**src/hdl/oiq_pkg.sv**
```systemverilog
// shared types and constants for the ordered id queue
package oiq_pkg;

    localparam int DEF_QUEUE_DEPTH = 16;
    localparam int DEF_ID_BITS     = 16;

    typedef enum logic [1:0] {
        ST_DONE      = 2'd0,
        ST_NOT_FOUND = 2'd1,
        ST_FULL      = 2'd2
    } t_status;

    // controller to datapath
    typedef struct packed {
        logic load;
        logic append;
        logic search;
        logic shift;
        logic shrink;
        logic heads_start;
        logic heads;
        logic report;
    } t_dp_cmd;

    // datapath to controller
    typedef struct packed {
        logic hit;
        logic scan_end;
        logic out_free;
    } t_dp_stat;

endpackage

```
**src/hdl/oiq_ram.sv**
```systemverilog
// generic single write port ram with registered read
module oiq_ram #(
    parameter int WIDTH = 17,
    parameter int DEPTH = 16
) (
    input  logic                     i_clk,
    input  logic                     i_we,
    input  logic [$clog2(DEPTH)-1:0] i_waddr,
    input  logic [WIDTH-1:0]         i_wdata,
    input  logic                     i_re,
    input  logic [$clog2(DEPTH)-1:0] i_raddr,
    output logic [WIDTH-1:0]         o_rdata
);

    logic [WIDTH-1:0] r_mem [DEPTH];
    logic [WIDTH-1:0] r_rdata;

    always_ff @(posedge i_clk) begin
        if (i_we) begin
            r_mem[i_waddr] <= i_wdata;
        end
        if (i_re) begin
            r_rdata <= r_mem[i_raddr];
        end
    end

    assign o_rdata = r_rdata;

endmodule

```
**src/hdl/oiq_ctrl.sv**
```systemverilog
// sequencing state machine for append, search, compaction and head scan
module oiq_ctrl
    import oiq_pkg::*;
(
    input  logic     i_clk,
    input  logic     i_rst_n,
    input  logic     i_in_valid,
    input  logic     i_in_remove,
    output logic     o_in_ready,
    input  t_dp_stat i_stat,
    output t_dp_cmd  o_cmd
);

    typedef enum logic [5:0] {
        S_IDLE   = 6'b000001,
        S_APPEND = 6'b000010,
        S_SEARCH = 6'b000100,
        S_SHIFT  = 6'b001000,
        S_HEADS  = 6'b010000,
        S_REPORT = 6'b100000
    } t_state;

    t_state r_state;
    t_state n_state;

    always_comb begin
        n_state = r_state;
        o_cmd   = '0;
        case (r_state)
            S_IDLE: begin
                if (i_in_valid) begin
                    o_cmd.load = 1'b1;
                    n_state    = i_in_remove ? S_SEARCH : S_APPEND;
                end
            end
            S_APPEND: begin
                o_cmd.append      = 1'b1;
                o_cmd.heads_start = 1'b1;
                n_state           = S_HEADS;
            end
            S_SEARCH: begin
                o_cmd.search = 1'b1;
                if (i_stat.hit) begin
                    n_state = S_SHIFT;
                end else if (i_stat.scan_end) begin
                    o_cmd.heads_start = 1'b1;
                    n_state           = S_HEADS;
                end
            end
            S_SHIFT: begin
                o_cmd.shift = 1'b1;
                if (i_stat.scan_end) begin
                    o_cmd.shrink      = 1'b1;
                    o_cmd.heads_start = 1'b1;
                    n_state           = S_HEADS;
                end
            end
            S_HEADS: begin
                o_cmd.heads = 1'b1;
                if (i_stat.scan_end) begin
                    n_state = S_REPORT;
                end
            end
            S_REPORT: begin
                if (i_stat.out_free) begin
                    o_cmd.report = 1'b1;
                    n_state      = S_IDLE;
                end
            end
            default: begin
                n_state = S_IDLE;
            end
        endcase
    end

    always_ff @(posedge i_clk) begin
        if (!i_rst_n) begin
            r_state <= S_IDLE;
        end else begin
            r_state <= n_state;
        end
    end

    assign o_in_ready = (r_state == S_IDLE);

endmodule

```
**src/hdl/oiq_datapath.sv**
```systemverilog
// queue storage, counters, scan pointer and output register
module oiq_datapath
    import oiq_pkg::*;
#(
    parameter int QUEUE_DEPTH = DEF_QUEUE_DEPTH,
    parameter int ID_BITS     = DEF_ID_BITS,
    parameter int CNT_W       = $clog2(QUEUE_DEPTH + 1),
    parameter int OUT_W       = ((2 + 3 * CNT_W + 3 * (ID_BITS + 1) + 7) / 8) * 8
) (
    input  logic               i_clk,
    input  logic               i_rst_n,
    input  t_dp_cmd            i_cmd,
    output t_dp_stat           o_stat,
    input  logic               i_in_remove,
    input  logic [ID_BITS-1:0] i_in_id,
    input  logic               i_in_class,
    input  logic               i_out_ready,
    output logic               o_out_valid,
    output logic [OUT_W-1:0]   o_out_data
);

    localparam int IDX_W = $clog2(QUEUE_DEPTH);
    localparam int ENT_W = ID_BITS + 1;

    // request word
    logic [ID_BITS-1:0] r_req_id;
    logic               r_req_cls;
    t_status            r_status;

    // fill counters
    logic [CNT_W-1:0] r_fill;
    logic [CNT_W-1:0] r_fill_a;
    logic [CNT_W-1:0] r_fill_b;

    // scan pointer and read pipeline
    logic [CNT_W-1:0] r_cnt;
    logic             r_pend;
    logic [IDX_W-1:0] r_pidx;
    logic             r_hit_cls;

    // head results
    logic [ID_BITS-1:0] r_head_id;
    logic [ID_BITS-1:0] r_a_id;
    logic               r_a_ok;
    logic [ID_BITS-1:0] r_b_id;
    logic               r_b_ok;

    logic               r_out_valid;
    logic [OUT_W-1:0]   r_out_data;

    logic               full;
    logic               hit;
    logic               issue;
    logic               ram_we;
    logic [IDX_W-1:0]   ram_waddr;
    logic [ENT_W-1:0]   ram_wdata;
    logic [ENT_W-1:0]   rd_data;
    logic [ID_BITS-1:0] rd_id;
    logic               rd_cls;
    logic               head_ok;

    assign rd_id  = rd_data[ID_BITS-1:0];
    assign rd_cls = rd_data[ID_BITS];
    assign full   = (r_fill == CNT_W'(QUEUE_DEPTH));
    assign hit    = i_cmd.search && r_pend && (rd_id == r_req_id);
    assign issue  = (i_cmd.search || i_cmd.shift || i_cmd.heads) && (r_cnt < r_fill) && !hit;

    // compaction writes the word read from slot j+1 into slot j
    always_comb begin
        ram_we    = 1'b0;
        ram_waddr = r_fill[IDX_W-1:0];
        ram_wdata = {r_req_cls, r_req_id};
        if (i_cmd.append) begin
            ram_we = !full;
        end else if (i_cmd.shift && r_pend) begin
            ram_we    = 1'b1;
            ram_waddr = r_pidx - IDX_W'(1);
            ram_wdata = rd_data;
        end
    end

    oiq_ram #(
        .WIDTH (ENT_W),
        .DEPTH (QUEUE_DEPTH)
    ) u_ram (
        .i_clk   (i_clk),
        .i_we    (ram_we),
        .i_waddr (ram_waddr),
        .i_wdata (ram_wdata),
        .i_re    (issue),
        .i_raddr (r_cnt[IDX_W-1:0]),
        .o_rdata (rd_data)
    );

    always_ff @(posedge i_clk) begin
        if (!i_rst_n) begin
            r_fill   <= '0;
            r_fill_a <= '0;
            r_fill_b <= '0;
            r_cnt    <= '0;
            r_pend   <= 1'b0;
        end else begin
            if (issue) begin
                r_cnt <= r_cnt + CNT_W'(1);
            end
            r_pend <= issue;
            if (i_cmd.load) begin
                r_cnt  <= '0;
                r_pend <= 1'b0;
            end
            if (hit) begin
                r_cnt <= CNT_W'(r_pidx) + CNT_W'(1);
            end
            if (i_cmd.append && !full) begin
                r_fill <= r_fill + CNT_W'(1);
                if (r_req_cls) begin
                    r_fill_b <= r_fill_b + CNT_W'(1);
                end else begin
                    r_fill_a <= r_fill_a + CNT_W'(1);
                end
            end
            if (i_cmd.shrink) begin
                r_fill <= r_fill - CNT_W'(1);
                if (r_hit_cls) begin
                    r_fill_b <= r_fill_b - CNT_W'(1);
                end else begin
                    r_fill_a <= r_fill_a - CNT_W'(1);
                end
            end
            if (i_cmd.heads_start) begin
                r_cnt  <= '0;
                r_pend <= 1'b0;
            end
        end
    end

    always_ff @(posedge i_clk) begin
        if (issue) begin
            r_pidx <= r_cnt[IDX_W-1:0];
        end
        if (i_cmd.load) begin
            r_req_id  <= i_in_id;
            r_req_cls <= i_in_class;
            r_status  <= i_in_remove ? ST_NOT_FOUND : ST_DONE;
        end
        if (i_cmd.append && full) begin
            r_status <= ST_FULL;
        end
        if (hit) begin
            r_status  <= ST_DONE;
            r_hit_cls <= rd_cls;
        end
        if (i_cmd.heads && r_pend) begin
            if (r_pidx == '0) begin
                r_head_id <= rd_id;
            end
            if (!rd_cls && !r_a_ok) begin
                r_a_id <= rd_id;
                r_a_ok <= 1'b1;
            end
            if (rd_cls && !r_b_ok) begin
                r_b_id <= rd_id;
                r_b_ok <= 1'b1;
            end
        end
        if (i_cmd.heads_start) begin
            r_a_ok <= 1'b0;
            r_b_ok <= 1'b0;
        end
    end

    assign head_ok = (r_fill != '0);

    always_ff @(posedge i_clk) begin
        if (!i_rst_n) begin
            r_out_valid <= 1'b0;
        end else if (i_cmd.report) begin
            r_out_valid <= 1'b1;
        end else if (i_out_ready) begin
            r_out_valid <= 1'b0;
        end
    end

    always_ff @(posedge i_clk) begin
        if (i_cmd.report) begin
            r_out_data <= OUT_W'({
                r_b_ok,  (r_b_ok  ? r_b_id    : ID_BITS'(0)),
                r_a_ok,  (r_a_ok  ? r_a_id    : ID_BITS'(0)),
                head_ok, (head_ok ? r_head_id : ID_BITS'(0)),
                r_fill_b, r_fill_a, r_fill, r_status
            });
        end
    end

    assign o_stat.hit      = hit;
    assign o_stat.scan_end = (r_cnt >= r_fill) && !r_pend;
    assign o_stat.out_free = !r_out_valid || i_out_ready;
    assign o_out_valid     = r_out_valid;
    assign o_out_data      = r_out_data;

endmodule

```
**src/hdl/ordered_id_queue_with_class_heads_unit.sv**
```systemverilog
// top level of the ordered id queue with per-class heads
//
// usage: one request word in on the s_axis side, one result word out on the
// m_axis side for every request. tuser carries mode (bit 0, 0 append, 1
// remove) and the class (bit 1); tdata carries the id. an append puts the
// id at the tail, a remove deletes the oldest matching id and closes the gap.
// the result gives status, total and per-class counts and the oldest id
// overall and per class, each with its valid flag.
// timing: the request is taken only while the sequencer is idle. an append
// writes the id at the tail, or is refused as full, and then the head scan
// walks the queue before the result word is loaded. a remove first searches,
// and on a hit compacts the words behind the match; search and compaction
// together walk the queue once, then the head scan walks it again, all
// through the single read port of the slot ram, one slot a cycle.
// reset empties the queue at once; slot contents need no clearing pass.
// the result sits in an output register: a stalled receiver holds it there,
// and the next request is still taken and worked on, waiting only before its
// own result word is loaded.
module ordered_id_queue_with_class_heads_unit
    import oiq_pkg::*;
#(
    parameter int QUEUE_DEPTH = DEF_QUEUE_DEPTH,
    parameter int ID_BITS     = DEF_ID_BITS,
    parameter int CNT_W       = $clog2(QUEUE_DEPTH + 1),
    parameter int IN_W        = ((ID_BITS + 7) / 8) * 8,
    parameter int OUT_W       = ((2 + 3 * CNT_W + 3 * (ID_BITS + 1) + 7) / 8) * 8
) (
    input  logic             i_clk,
    input  logic             i_rst_n,
    input  logic             s_axis_tvalid,
    output logic             s_axis_tready,
    input  logic [IN_W-1:0]  s_axis_tdata,   // item_id
    input  logic [1:0]       s_axis_tuser,   // mode, item_class
    output logic             m_axis_tvalid,
    input  logic             m_axis_tready,
    // status, total_count, class_a_count, class_b_count, oldest_id,
    // oldest_valid, oldest_a_id, oldest_a_valid, oldest_b_id, oldest_b_valid
    output logic [OUT_W-1:0] m_axis_tdata
);

    t_dp_cmd  cmd;
    t_dp_stat stat;

    oiq_ctrl u_ctrl (
        .i_clk       (i_clk),
        .i_rst_n     (i_rst_n),
        .i_in_valid  (s_axis_tvalid),
        .i_in_remove (s_axis_tuser[0]),
        .o_in_ready  (s_axis_tready),
        .i_stat      (stat),
        .o_cmd       (cmd)
    );

    oiq_datapath #(
        .QUEUE_DEPTH (QUEUE_DEPTH),
        .ID_BITS     (ID_BITS),
        .CNT_W       (CNT_W),
        .OUT_W       (OUT_W)
    ) u_datapath (
        .i_clk       (i_clk),
        .i_rst_n     (i_rst_n),
        .i_cmd       (cmd),
        .o_stat      (stat),
        .i_in_remove (s_axis_tuser[0]),
        .i_in_id     (s_axis_tdata[ID_BITS-1:0]),
        .i_in_class  (s_axis_tuser[1]),
        .i_out_ready (m_axis_tready),
        .o_out_valid (m_axis_tvalid),
        .o_out_data  (m_axis_tdata)
    );

endmodule
```
**config.mk**
```make
export PLATFORM = sky130hd
export DESIGN_NAME = ordered_id_queue_with_class_heads_unit
export DESIGN_NICKNAME = d
export VERILOG_FILES = /design/src/hdl/oiq_pkg.sv /design/src/hdl/oiq_ram.sv /design/src/hdl/oiq_ctrl.sv /design/src/hdl/oiq_datapath.sv /design/src/hdl/ordered_id_queue_with_class_heads_unit.sv
export SDC_FILE = /design/constraint.sdc
export NUM_CORES = 1
export LEC_CHECK = 0
export BUFFER_PORTS_ARGS = -buffer_cell sky130_fd_sc_hd__buf_2
export CAP_MARGIN = 15
export CORE_MARGIN = 1.5
export CORE_UTILIZATION = 45
export CTS_CLUSTER_SIZE = 14
export DETAILED_ROUTE_END_ITERATION = 6
export HOLD_SLACK_MARGIN = 0.02
export PLACE_DENSITY = 0.66
export SYNTH_ARGS = -nofsm -noshare
export SYNTH_HDL_FRONTEND = slang
export SYNTH_SLANG_ARGS = --single-unit
```
**constraint.sdc**
```tcl
create_clock -name i_clk -period 4.6 [get_ports i_clk]
set_input_delay 0.46 -clock i_clk [delete_from_list [all_inputs] [get_ports i_clk]]
set_output_delay 0.46 -clock i_clk [all_outputs]
set_load 0.005 [all_outputs]
```
### Word level (Yosys, flattened, before mapping)

Memory sizes are Yosys's and may differ from the RTL's. A register that Yosys moved wholly into a read port is not among the register bits.
Cells that the tools add are included.

* memories: 1
* logic and storage cells: 125
* output and inout port bits: 74
* memory bits (writable): 272
* register bits after elaboration: 170

* add/sub/neg operators: 9
* bitwise logic cells: 1
* multiplexer cells: 45
* reduce and logical (&&, ||, !) cells: 34
* magnitude comparators: 2
* eq/ne operators: 11

Memories
* u_datapath.u_ram.r_mem: depth 16, width 17, rd ports 1, clocked after Yosys merged registers in 1, wr ports 1, line oiq_ram.sv:15 `logic [WIDTH-1:0] r_mem [DEPTH];`

Operator list (count)
* $mux 5: 13
* $pmux 6 s6: 1
* $mux 17: 2
* $mux 6: 5
* $add 5x1->5 const B: 4
* $eq 16x16->1: 1
* $mux 1: 16
* $sub 5x1->5 const B: 3
* $logic_and 1x1->1: 11
* $mux 2: 4
* $mux 4: 2
* $logic_not 1->1: 7
* $eq 6x1->1 const B: 1
* $eq 6x2->1 const B: 1
* $eq 6x3->1 const B: 1
* $eq 6x4->1 const B: 1
* $eq 6x5->1 const B: 1
* $eq 6x6->1 const B: 1
* $ne 2x2->1 const B: 3
* $reduce_and 2->1: 3
* $reduce_bool 2->1: 3
* $add 4x1->5 const B: 1
* $eq 5x5->1 const B: 1
* $ge 5x5->1: 1
* other kinds (12): 15

### Depth between registers and ports, before layout

Gate-level depths: netlist of run 1.

* depth in word-level cells: 11
* mapped depth: 13
* mapped depth without buffers: 11

### Cells and area by module

A second synthesis of run 1 with hierarchy kept.

* cell total of the unflattened synthesis: 964
* area total of the unflattened synthesis: 17923.4 um^2

Modules (own cells, without submodules)
* oiq_ram: times used 1, area an instance 10807.9 um^2, seq. area each 8678.3 um^2, cells an instance 458
* oiq_datapath: times used 1, area an instance 6693.9 um^2, seq. area each 4664.5 um^2, cells an instance 455
* oiq_ctrl: times used 1, area an instance 421.7 um^2, seq. area each 120.1 um^2, cells an instance 51

### Worst setup path before layout of run 1

OpenSTA, ideal clock, no wires.

* kind: reg-to-reg
* from: register u_ctrl.r_state[3]
* to: register u_datapath.r_out_data[0] (netlist: u_datapath.o_out_data[0]), enable pin
* stages on the path, launching flop included: 5
* arrival time: 4.052 ns
* required time: 4.098 ns
* slack: 0.046 ns
* cell sequence: dfxtp_1 > or2_2 > nor3_1 > nand3b_1 > nor2b_1

RTL lines
* start, declared: line oiq_ctrl.sv:23 `t_state r_state;`
* start signal, assigned: line oiq_ctrl.sv:80 `r_state <= n_state;`
* end signal, assigned: line oiq_datapath.sv:186 `r_out_data <= OUT_W'({`
* end, declared: line oiq_datapath.sv:49 `logic [OUT_W-1:0] r_out_data;`

### Final worst setup path of run 1

* from: register u_ctrl.r_state[5]
* to: memory u_datapath.u_ram.r_mem[15][3], enable pin

* cells in the longest elaborated chain, start to end: 7
* elaborated cells between the ends (all ways): 11

Ends and longest elaborated chain
* $eq 6x4->1: line oiq_ctrl.sv:29 `case (r_state)`
* $mux 2: line oiq_ctrl.sv:29
* $logic_and 1x1->1: line oiq_datapath.sv:75 `end else if (i_cmd.shift && r_pend) begin`
* $mux 1: line oiq_datapath.sv:75
* $mux 1: line oiq_datapath.sv:73 `if (i_cmd.append) begin`
* $mux 1: line oiq_ram.sv:19 `if (i_we) begin`
* $mux 1 (not written as such): line oiq_ram.sv:20 `r_mem[i_waddr] <= i_wdata;`
* end, declared: line oiq_ram.sv:15

Parallel ways exist; a longest one is shown, timed or not.

==> impl_metrics.toml, run 1 <==
[die]
fp-row-count = 72
core_mm2 = 0.0388
die_h_um = 202
die_w_um = 202
pin_count = 96
dieArea_mm2 = 0.0407
start_util_pct = 45.8

[cts]
cts_tree = "done"
cts_hold_buf = 0
cts_resized = 0
cts_max_path_buffers = 3
cts.sinks = 459
clk_pin_slew_ps = 60
cts_setup_buffers = 0
insertion_delay_ps = 550
cts-root-buf = "clkbuf_16"
numCtsBuffers = 45
cts_max_level = 2

[worst_setup_path]
worst_setup_path_start_kind = "register"
cp_max_fo = 17
critPathKind = "register to register"
reg2reg_from = "u_ctrl.r_state[5]"
cp.required_ps = 4750
reg2reg_depth = 5
cp-end-kind = "register"
r2r_slack_ps = 1160
startpoint = "u_ctrl.r_state[5]"
arrival_ps = 3590

[logic_synthesis]
ys_seq_area_share_pct = 75.7
synth_area_mm2 = 0.0178
synth_edf_count = 427
synth-async-reset-ratio_pct = 0
syn_avg_cell_area_um2 = 18.9
synthDistinctLibCells = 65
ys_seq_elements = 459
yosysWarnings = 0
ys.flop_type = "edfxtp_1"
synth_cells = 938

[power_and_ir_drop]
p_leak_nw = 6.84
finalPower_mw = 8.35
p_per_area_mw_per_mm2 = 409
vdd_drop_max_mv = 0.228

[final_layout]
final_common_cell = "edfxtp_1"
final_nets = 1104
fin_util_pct = 52.6
drive_gt1_share_pct = 27.4
syn_to_final_growth_pct = 14.9
final_cell_mix = "edfxtp_1, buf_2, mux4_2, nand2_1, clkbuf_16"
finalInstanceArea_mm2 = 0.0204
fin_cells = 1620
diodes = 0
nFillCells = 3009

[hold_path]
hp-class = "input pin to register"
hold_depth = 1
min-delay-start = "s_axis_tuser[1]"

[grt]
grt_pass1_vias = 8749
antenna_found_initial = 0
grt_max_degree = 73
grt_overflow = 0
grt_pass1_wl_um = 55200
groute.usage.overall_pct = 18.4

[sta]
fin_ws_ps = 1160
rsz0062_at_grt = "false"
finalSetupViolations = 0
report.final.slew_viol_count = 0
period_needed_ps = 3440
fin_crit_sh_pct = 74.8
max_freq_ghz = 0.291
fin_setup_tns_ps = 0
hold_violations = 0
hold-worst-slack_ps = 89.1
worstMarginPinSlew_ps = 1150
finClkSkew_ps = 28.3
slew_headroom_pct = 23.1

[run_status]
status = "completed"

[routing]
initialDrtViolationCount = 700
drc = 0
ant_nets = 0
first_pass_iters = 5
wirelength_um = 37000
viasPerCell = 5.48
wl_per_cell_um = 22.8
routed-via-count = 8875

[place]
dpl_cell_area_mm2 = 0.0190
hpwl_um = 23400
dp_slack_ps = 1230
dp_cells = 1538
portBuffers = 91
place.gp.congestion = 0.827

[run]
maxCapViolCount = 0
## layout make-up
class / instances / area [µm²] / share of cell area, %
clock inverters: 31 / 280 / 1.37
clock buffers: 50 / 1140 / 5.61
inverters: 20 / 75.1 / 0.368
repair buffers: 115 / 643 / 3.15
multi-input cells: 427 / 4160 / 20.4
well taps: 518 / 648 / 3.17
flip-flops and latches: 459 / 13500 / 66.0
## Yosys cell counts (all sizes together), types with 2 or more instances
cell type,instances,area (µm²)
edfxtp,427,12800
inv,20,75.1
ha,14,175
a21oi,16,80.1
o22ai,2,18.8
or4,3,26.3
or2,2,12.5
a31oi,2,12.5
nor2b,19,119
nor3,26,135
o211ai,3,22.5
o31ai,2,20.0
and2,33,206
mux4,85,1910
a211oi,3,35.0
a21boi,2,18.8
a32oi,2,17.5
nand3,9,45.0
and3,11,68.8
or3,5,31.3
buf,17,95.1
or4b,2,23.8
xnor2,22,193
nor2,29,114
o21a,3,22.5
nor3b,2,15.0
nand2,71,274
nor4,5,52.6
nand2b,3,18.8
dfxtp,32,641
nand4,6,37.5
a211o,2,17.5
xor2,15,131
o32ai,2,17.5
clkbuf,18,67.6
o21ai,9,48.8
## final timing paths
kind	end
max	u_datapath.u_ram.r_mem[15][3]
min	u_datapath.r_req_cls
max reg2reg	u_datapath.u_ram.r_mem[15][3]
min reg2reg	u_datapath.o_out_data[1]
## where the power goes
group | total [mW] | switching [mW] | internal, mW | leakage, nW
Clock | 3.58 | 1.50 | 2.07 | 0.714
Sequential | 4.61 | 0.0208 | 4.59 | 4.21
Combinational | 0.159 | 0.124 | 0.0355 | 1.92
## critical path: stages, from the launching register on
cell      delay, ps
dfxtp_1         340
or4_4           590
nor2_2          160
nand2_1         260
a21boi_1        640
and3_1         1040
## routing by layer
metal | global-route usage [%] | vias up | part of all wire (%)
li1 | - | 3950 | -
met2 | 30.1 | 339 | 49
met5 | 0 | - | 0
met3 | 3.92 | 62 | 7.3
met4 | 6.32 | 0 | 2.8
met1 | 24.6 | 4524 | 41
## logic make-up (layout without fill, tap and decap cells)
kind of cell               Yosys count  in the layout  synth area share (%)
and+or+nand+nor                    229            229                  6.78
xor gates and xnor gates            37             37                  1.82
AOI/OAI and AO/OA                   57             57                  2.49
other                                1              4                0.0211
adders and majority gates           14             14                 0.986
muxes                               86             86                  10.8
DFF                                459            459                  75.7
buffers and inverters               55            216                  1.34
## flip-flops by register name, indices dropped and copies added (netlist names), 5 cells and up
name / cells
u_datapath.u_ram.r_mem: 272
u_datapath.o_out_data: 68
u_datapath.u_ram.o_rdata: 17
u_datapath.r_a_id: 16
u_datapath.r_b_id: 16
u_datapath.r_head_id: 16
u_datapath.r_req_id: 16
u_ctrl.r_state: 6
u_datapath.r_cnt: 5
u_datapath.r_fill: 5
u_datapath.r_fill_a: 5
u_datapath.r_fill_b: 5
(Power assumes the default switching activity.)
==> run 2, diff against run 1 <==
--- a/config.mk
+++ b/config.mk
@@ -12,7 +12,7 @@
 export CTS_CLUSTER_SIZE = 14
 export DETAILED_ROUTE_END_ITERATION = 6
 export HOLD_SLACK_MARGIN = 0.02
-export PLACE_DENSITY = 0.66
+export PLACE_DENSITY = 0.64
 export SYNTH_ARGS = -nofsm -noshare
 export SYNTH_HDL_FRONTEND = slang
 export SYNTH_SLANG_ARGS = --single-unit
==> constraint.sdc (replaced) <==
create_clock -name i_clk -period 3.3 [get_ports i_clk]
set_input_delay 0.33 -clock i_clk [delete_from_list [all_inputs] [get_ports i_clk]]
set_output_delay 0.33 -clock i_clk [all_outputs]
set_load 0.005 [all_outputs]
==> run 2 against run 1 <==
  * Worst hold slack better by 21 ps
  * Highest routed layer unchanged
  * Total power up 37%
  * Sequential power grew 39%
==> impl_metrics.toml, run 2 (synthesized netlist as in run 1, its figures left out) <==
[routing]
wirelength_um = 33700
drc = 0
viasPerCell = 5.33
first_pass_iters = 4
initialDrtViolationCount = 652
ant_nets = 0
wl_per_cell_um = 20.4
routed-via-count = 8796

[worst_setup_path]
cp.required_ps = 3530
cp_top_family = "simple AND/OR/NAND/NOR gates"
cp_cell_sequence = "or4_4 > nor2_2 > nand2_1 > o21ai_1 > and3_1 > buf_4"
critical_path_buf_inv_count = 1
arrival_ps = 3130
slowest_delay_ps = 690
cp_max_fo = 17
cp-end-kind = "register"
slowest_stage = "o21ai_1"
worst_setup_path_start_kind = "register"
critPathKind = "register to register"

[place]
place.gp.congestion = 0.811
hpwl_um = 21800
dpl_cell_area_mm2 = 0.0191
portBuffers = 91
dp_slack_ps = 441

[final_layout]
final_cell_mix = "edfxtp_1, buf_2, mux4_2, nand2_1, clkbuf_16"
finalInstanceArea_mm2 = 0.0207
final_common_cell = "edfxtp_1"
syn_to_final_growth_pct = 16.3
final_nets = 1134
largest_register_ffs = 272
largest-register = "u_datapath.u_ram.r_mem"
diodes = 0
drive_gt1_share_pct = 27.0

[grt]
grt_pass1_vias = 8728
antenna_found_initial = 0
grt_overflow = 0
grt_max_degree = 73
groute.usage.overall_pct = 16.9
grt_pass1_wl_um = 52400

[die]
fp-row-count = 72
die_w_um = 202
dieArea_mm2 = 0.0407
die_h_um = 202
start_util_pct = 45.8
core_mm2 = 0.0388
pin_count = 96

[cts]
cts_max_level = 2
cts_tree = "done"
cts-root-buf = "clkbuf_16"
clk_pin_slew_ps = 60
cts_max_path_buffers = 3
insertion_delay_ps = 580
cts.sinks = 459
numCtsBuffers = 45
cts_resized = 0

[power_and_ir_drop]
p_per_area_mw_per_mm2 = 554
p_leak_nw = 6.95
vdd_drop_max_mv = 0.314

[sta]
finalSetupViolations = 0
finClkSkew_ps = 25.2
hold_violations = 0
fin_setup_tns_ps = 0
slew_headroom_pct = 29.3
rsz0062_at_grt = "false"
max_freq_ghz = 0.345
period_needed_ps = 2890
report.final.slew_viol_count = 0
hold-worst-slack_ps = 110
fin_crit_sh_pct = 87.7
fin_ws_ps = 405
worstMarginPinSlew_ps = 1060

[run_status]
status = "completed"

[run]
maxCapViolCount = 0

[hold_path]
hp-class = "input pin to register"
[run 2: what timing repair did]
| action | in CTS | in global routing |
|---|---|---|
| setup buffers | 0 | 0 |
| hold buffers | 19 | 0 |
| endpoints found under the hold margin | 19 | 0 |
[run 2: worst paths after layout]
check | endpoint | start | cells after the start | slack [ps]
min | u_datapath.o_out_valid | m_axis_tready | 3 | 110
min reg2reg | u_datapath.o_out_data[0] | u_datapath.r_status[0] | 0 | 430
max reg2reg | u_datapath.u_ram.r_mem[14][0] | u_ctrl.r_state[5] | 6 | 410
max | u_datapath.u_ram.r_mem[14][0] | u_ctrl.r_state[5] | 6 | 410
[run 2: through the flow]
stage | utilization [%] | total power, mW | std cells
2_1_floorplan | - | 6.66 | 941
3_3_place_gp | 49.2 | 6.75 | 1550
3_5_place_dp | 49.2 | 6.76 | 1550
4_1_cts | 53.2 | 11.6 | 1649
5_1_grt | 53.2 | 11.8 | 1649
6_report | 53.2 | 11.4 | 1649
[run 2: layer usage]
layer | track usage, % | vias up | part of all wire (%)
met3 | 3.27 | 52 | 5.4
met4 | 4.45 | 0 | 2.0
met1 | 24.9 | 4514 | 46
li1 | - | 4005 | -
met5 | 0 | - | 0
met2 | 26.0 | 225 | 46
[run 2: where the power goes]
group | total, mW | switching (mW) | internal [mW]
sequential | 6.42 | 0.0268 | 6.40
combinational | 0.227 | 0.160 | 0.0670
clock | 4.79 | 2.11 | 2.69
[run 2: final cells by class]
cell class	count	area, µm²
multi-input cells	427	4170
fillers	3029	18200
flip-flops and latches	459	13500
well taps	518	648
repair buffers	145	933
inverters	20	75.1
clock inverters	24	215
clock buffers	56	1170
[run 2: tightest hold or removal path, cell delays in order]
cell and delay, ps:
buf_2 80, nand2b_1 130, a21oi_1 80
==> run 3, diff against run 2 <==
--- a/config.mk
+++ b/config.mk
@@ -11,8 +11,9 @@
 export CORE_UTILIZATION = 45
 export CTS_CLUSTER_SIZE = 14
 export DETAILED_ROUTE_END_ITERATION = 6
+export GPL_TIMING_DRIVEN = 1
 export HOLD_SLACK_MARGIN = 0.02
-export PLACE_DENSITY = 0.64
+export SETUP_SLACK_MARGIN = 0.5
 export SYNTH_ARGS = -nofsm -noshare
 export SYNTH_HDL_FRONTEND = slang
 export SYNTH_SLANG_ARGS = --single-unit
==> run 3 against run 2 <==
  * First-iteration DRC count shrank 1.4%
  * Worst hold slack gained 26 ps
  * Register-to-register slack gained 230 ps
  * Combinational power grew 6%
  * Flip-flop and latch count is the same
  * Largest power group unchanged
==> impl_metrics.toml, run 3 (synthesized netlist as in run 1, its figures left out) <==
[sta]
hold_violations = 0
hold-worst-slack_ps = 136
fin_crit_sh_pct = 80.7
period_needed_ps = 2660
worstMarginPinSlew_ps = 813
max_freq_ghz = 0.376
slew_headroom_pct = 45.8
rsz0062_at_grt = "false"
finalSetupViolations = 0
fin_setup_tns_ps = 0
finClkSkew_ps = 15.3
report.final.slew_viol_count = 0

[final_layout]
largest_register_ffs = 272
fin_util_pct = 53.4
final_cell_mix = "edfxtp_1, buf_2, mux4_2, nand2_1, buf_4"
diodes = 0
largest-register = "u_datapath.u_ram.r_mem"
final_nets = 1146
syn_to_final_growth_pct = 16.7
drive_gt1_share_pct = 28.3
final_common_cell = "edfxtp_1"
finalInstanceArea_mm2 = 0.0207

[grt]
groute.usage.overall_pct = 18.0
grt_max_degree = 73
antenna_found_initial = 1
grt_overflow = 0
grt_pass1_wl_um = 54300
grt_pass1_vias = 8685

[run]
maxCapViolCount = 0

[routing]
ant_nets = 0
routed-via-count = 8825
wl_per_cell_um = 21.5
initialDrtViolationCount = 643
wirelength_um = 35700
drc = 0
first_pass_iters = 5
viasPerCell = 5.32

[cts]
insertion_delay_ps = 560
cts_max_path_buffers = 3
cts_max_level = 2
cts.sinks = 459
numCtsBuffers = 45
cts_tree = "done"
cts-root-buf = "clkbuf_16"
clk_pin_slew_ps = 60

[die]
core_mm2 = 0.0388
dieArea_mm2 = 0.0407
start_util_pct = 45.8
die_w_um = 202
fp-row-count = 72
pin_count = 96
die_h_um = 202

[worst_setup_path]
r2r_end = "u_datapath.r_cnt[2]"
critPathKind = "register to register"
startpoint = "u_datapath.u_ram.o_rdata[11]"
cp.required_ps = 3750
cp_max_fo = 6
reg2reg_depth = 7
reg2reg_from = "u_datapath.u_ram.o_rdata[11]"
cp-end-kind = "register"
worst_setup_path_start_kind = "register"
arrival_ps = 3110
r2r_slack_ps = 640
crit_end = "u_datapath.r_cnt[2]"

[hold_path]
hp-class = "input pin to register"

[power_and_ir_drop]
p_leak_nw = 7.01
p_per_area_mw_per_mm2 = 550
finalPower_mw = 11.4
vdd_drop_max_mv = 0.450

[place]
dpl_cell_area_mm2 = 0.0192
place.gp.congestion = 0.832
hpwl_um = 23200
portBuffers = 91

[run_status]
status = "completed"
## run 3: changes by cell type in the layout (fill, tap and decap cells not counted), sizes merged
cell | before | now
buf | 126 | 138
clkinv | 20 | 17
clkinvlp | 1 | 3
inv | 21 | 20
## run 3: per-stage QoR
stage               worst slack, ps  cells
floorplan                      98.5    941
global route                    507   1659
detailed placement              469   1561
CTS                             558   1658
finish                          637   1659
global placement                552   1561
## run 3: critical path: stages (launching register included)
cell	delay (ps)
edfxtp_1	470
xor2_1	240
nor4_1	570
nand3_1	210
nor4_1	440
o311ai_1	170
buf_4	180
a211oi_1	260
## run 3: report_power, final
group | internal, mW | total, mW | leakage [nW] | switching, mW
Clock | 2.70 | 4.76 | 0.654 | 2.06
Combinational | 0.0685 | 0.240 | 2.14 | 0.171
Sequential | 6.40 | 6.42 | 4.21 | 0.0261
## run 3: routing by layer
layer	vias to the layer above	share of wire, %	global-route usage (%)
li1	4028	-	-
met1	4506	48	27.1
met2	240	45	26.8
met3	51	5.5	3.45
met4	0	2.0	5.30
met5	-	0	0
## run 3: how the worst min path moves through the flow
stage | start | endpoint | slack (ps) | cells past startpoint
finish | m_axis_tready | u_datapath.o_out_valid | 140 | 3
CTS | m_axis_tready | u_datapath.o_out_valid | 100 | 3
global route | m_axis_tready | u_datapath.o_out_valid | 120 | 3
floorplan | u_datapath.r_status[0] | u_datapath.o_out_data[0] | 410 | 0
detailed placement | u_datapath.r_status[1] | u_datapath.o_out_data[1] | 430 | 0
global placement | u_datapath.r_status[1] | u_datapath.o_out_data[1] | 430 | 0
## run 3: final cells by class
cell class / instances / area, µm²
clock buffer: 56 / 1190
timing repair buffer: 157 / 1010
inverter: 20 / 75.1
tap: 518 / 648
clock inverter: 22 / 160
sequential: 459 / 13500
multi-input combinational: 427 / 4190
fill: 3049 / 18100
## run 3: timing repair
item	4_1_cts	5_1_grt
resized for setup	3	6
setup endpoints to repair	2	166
hold buffers	19	0
buffers inserted	0	1
endpoints found under the hold margin	19	0
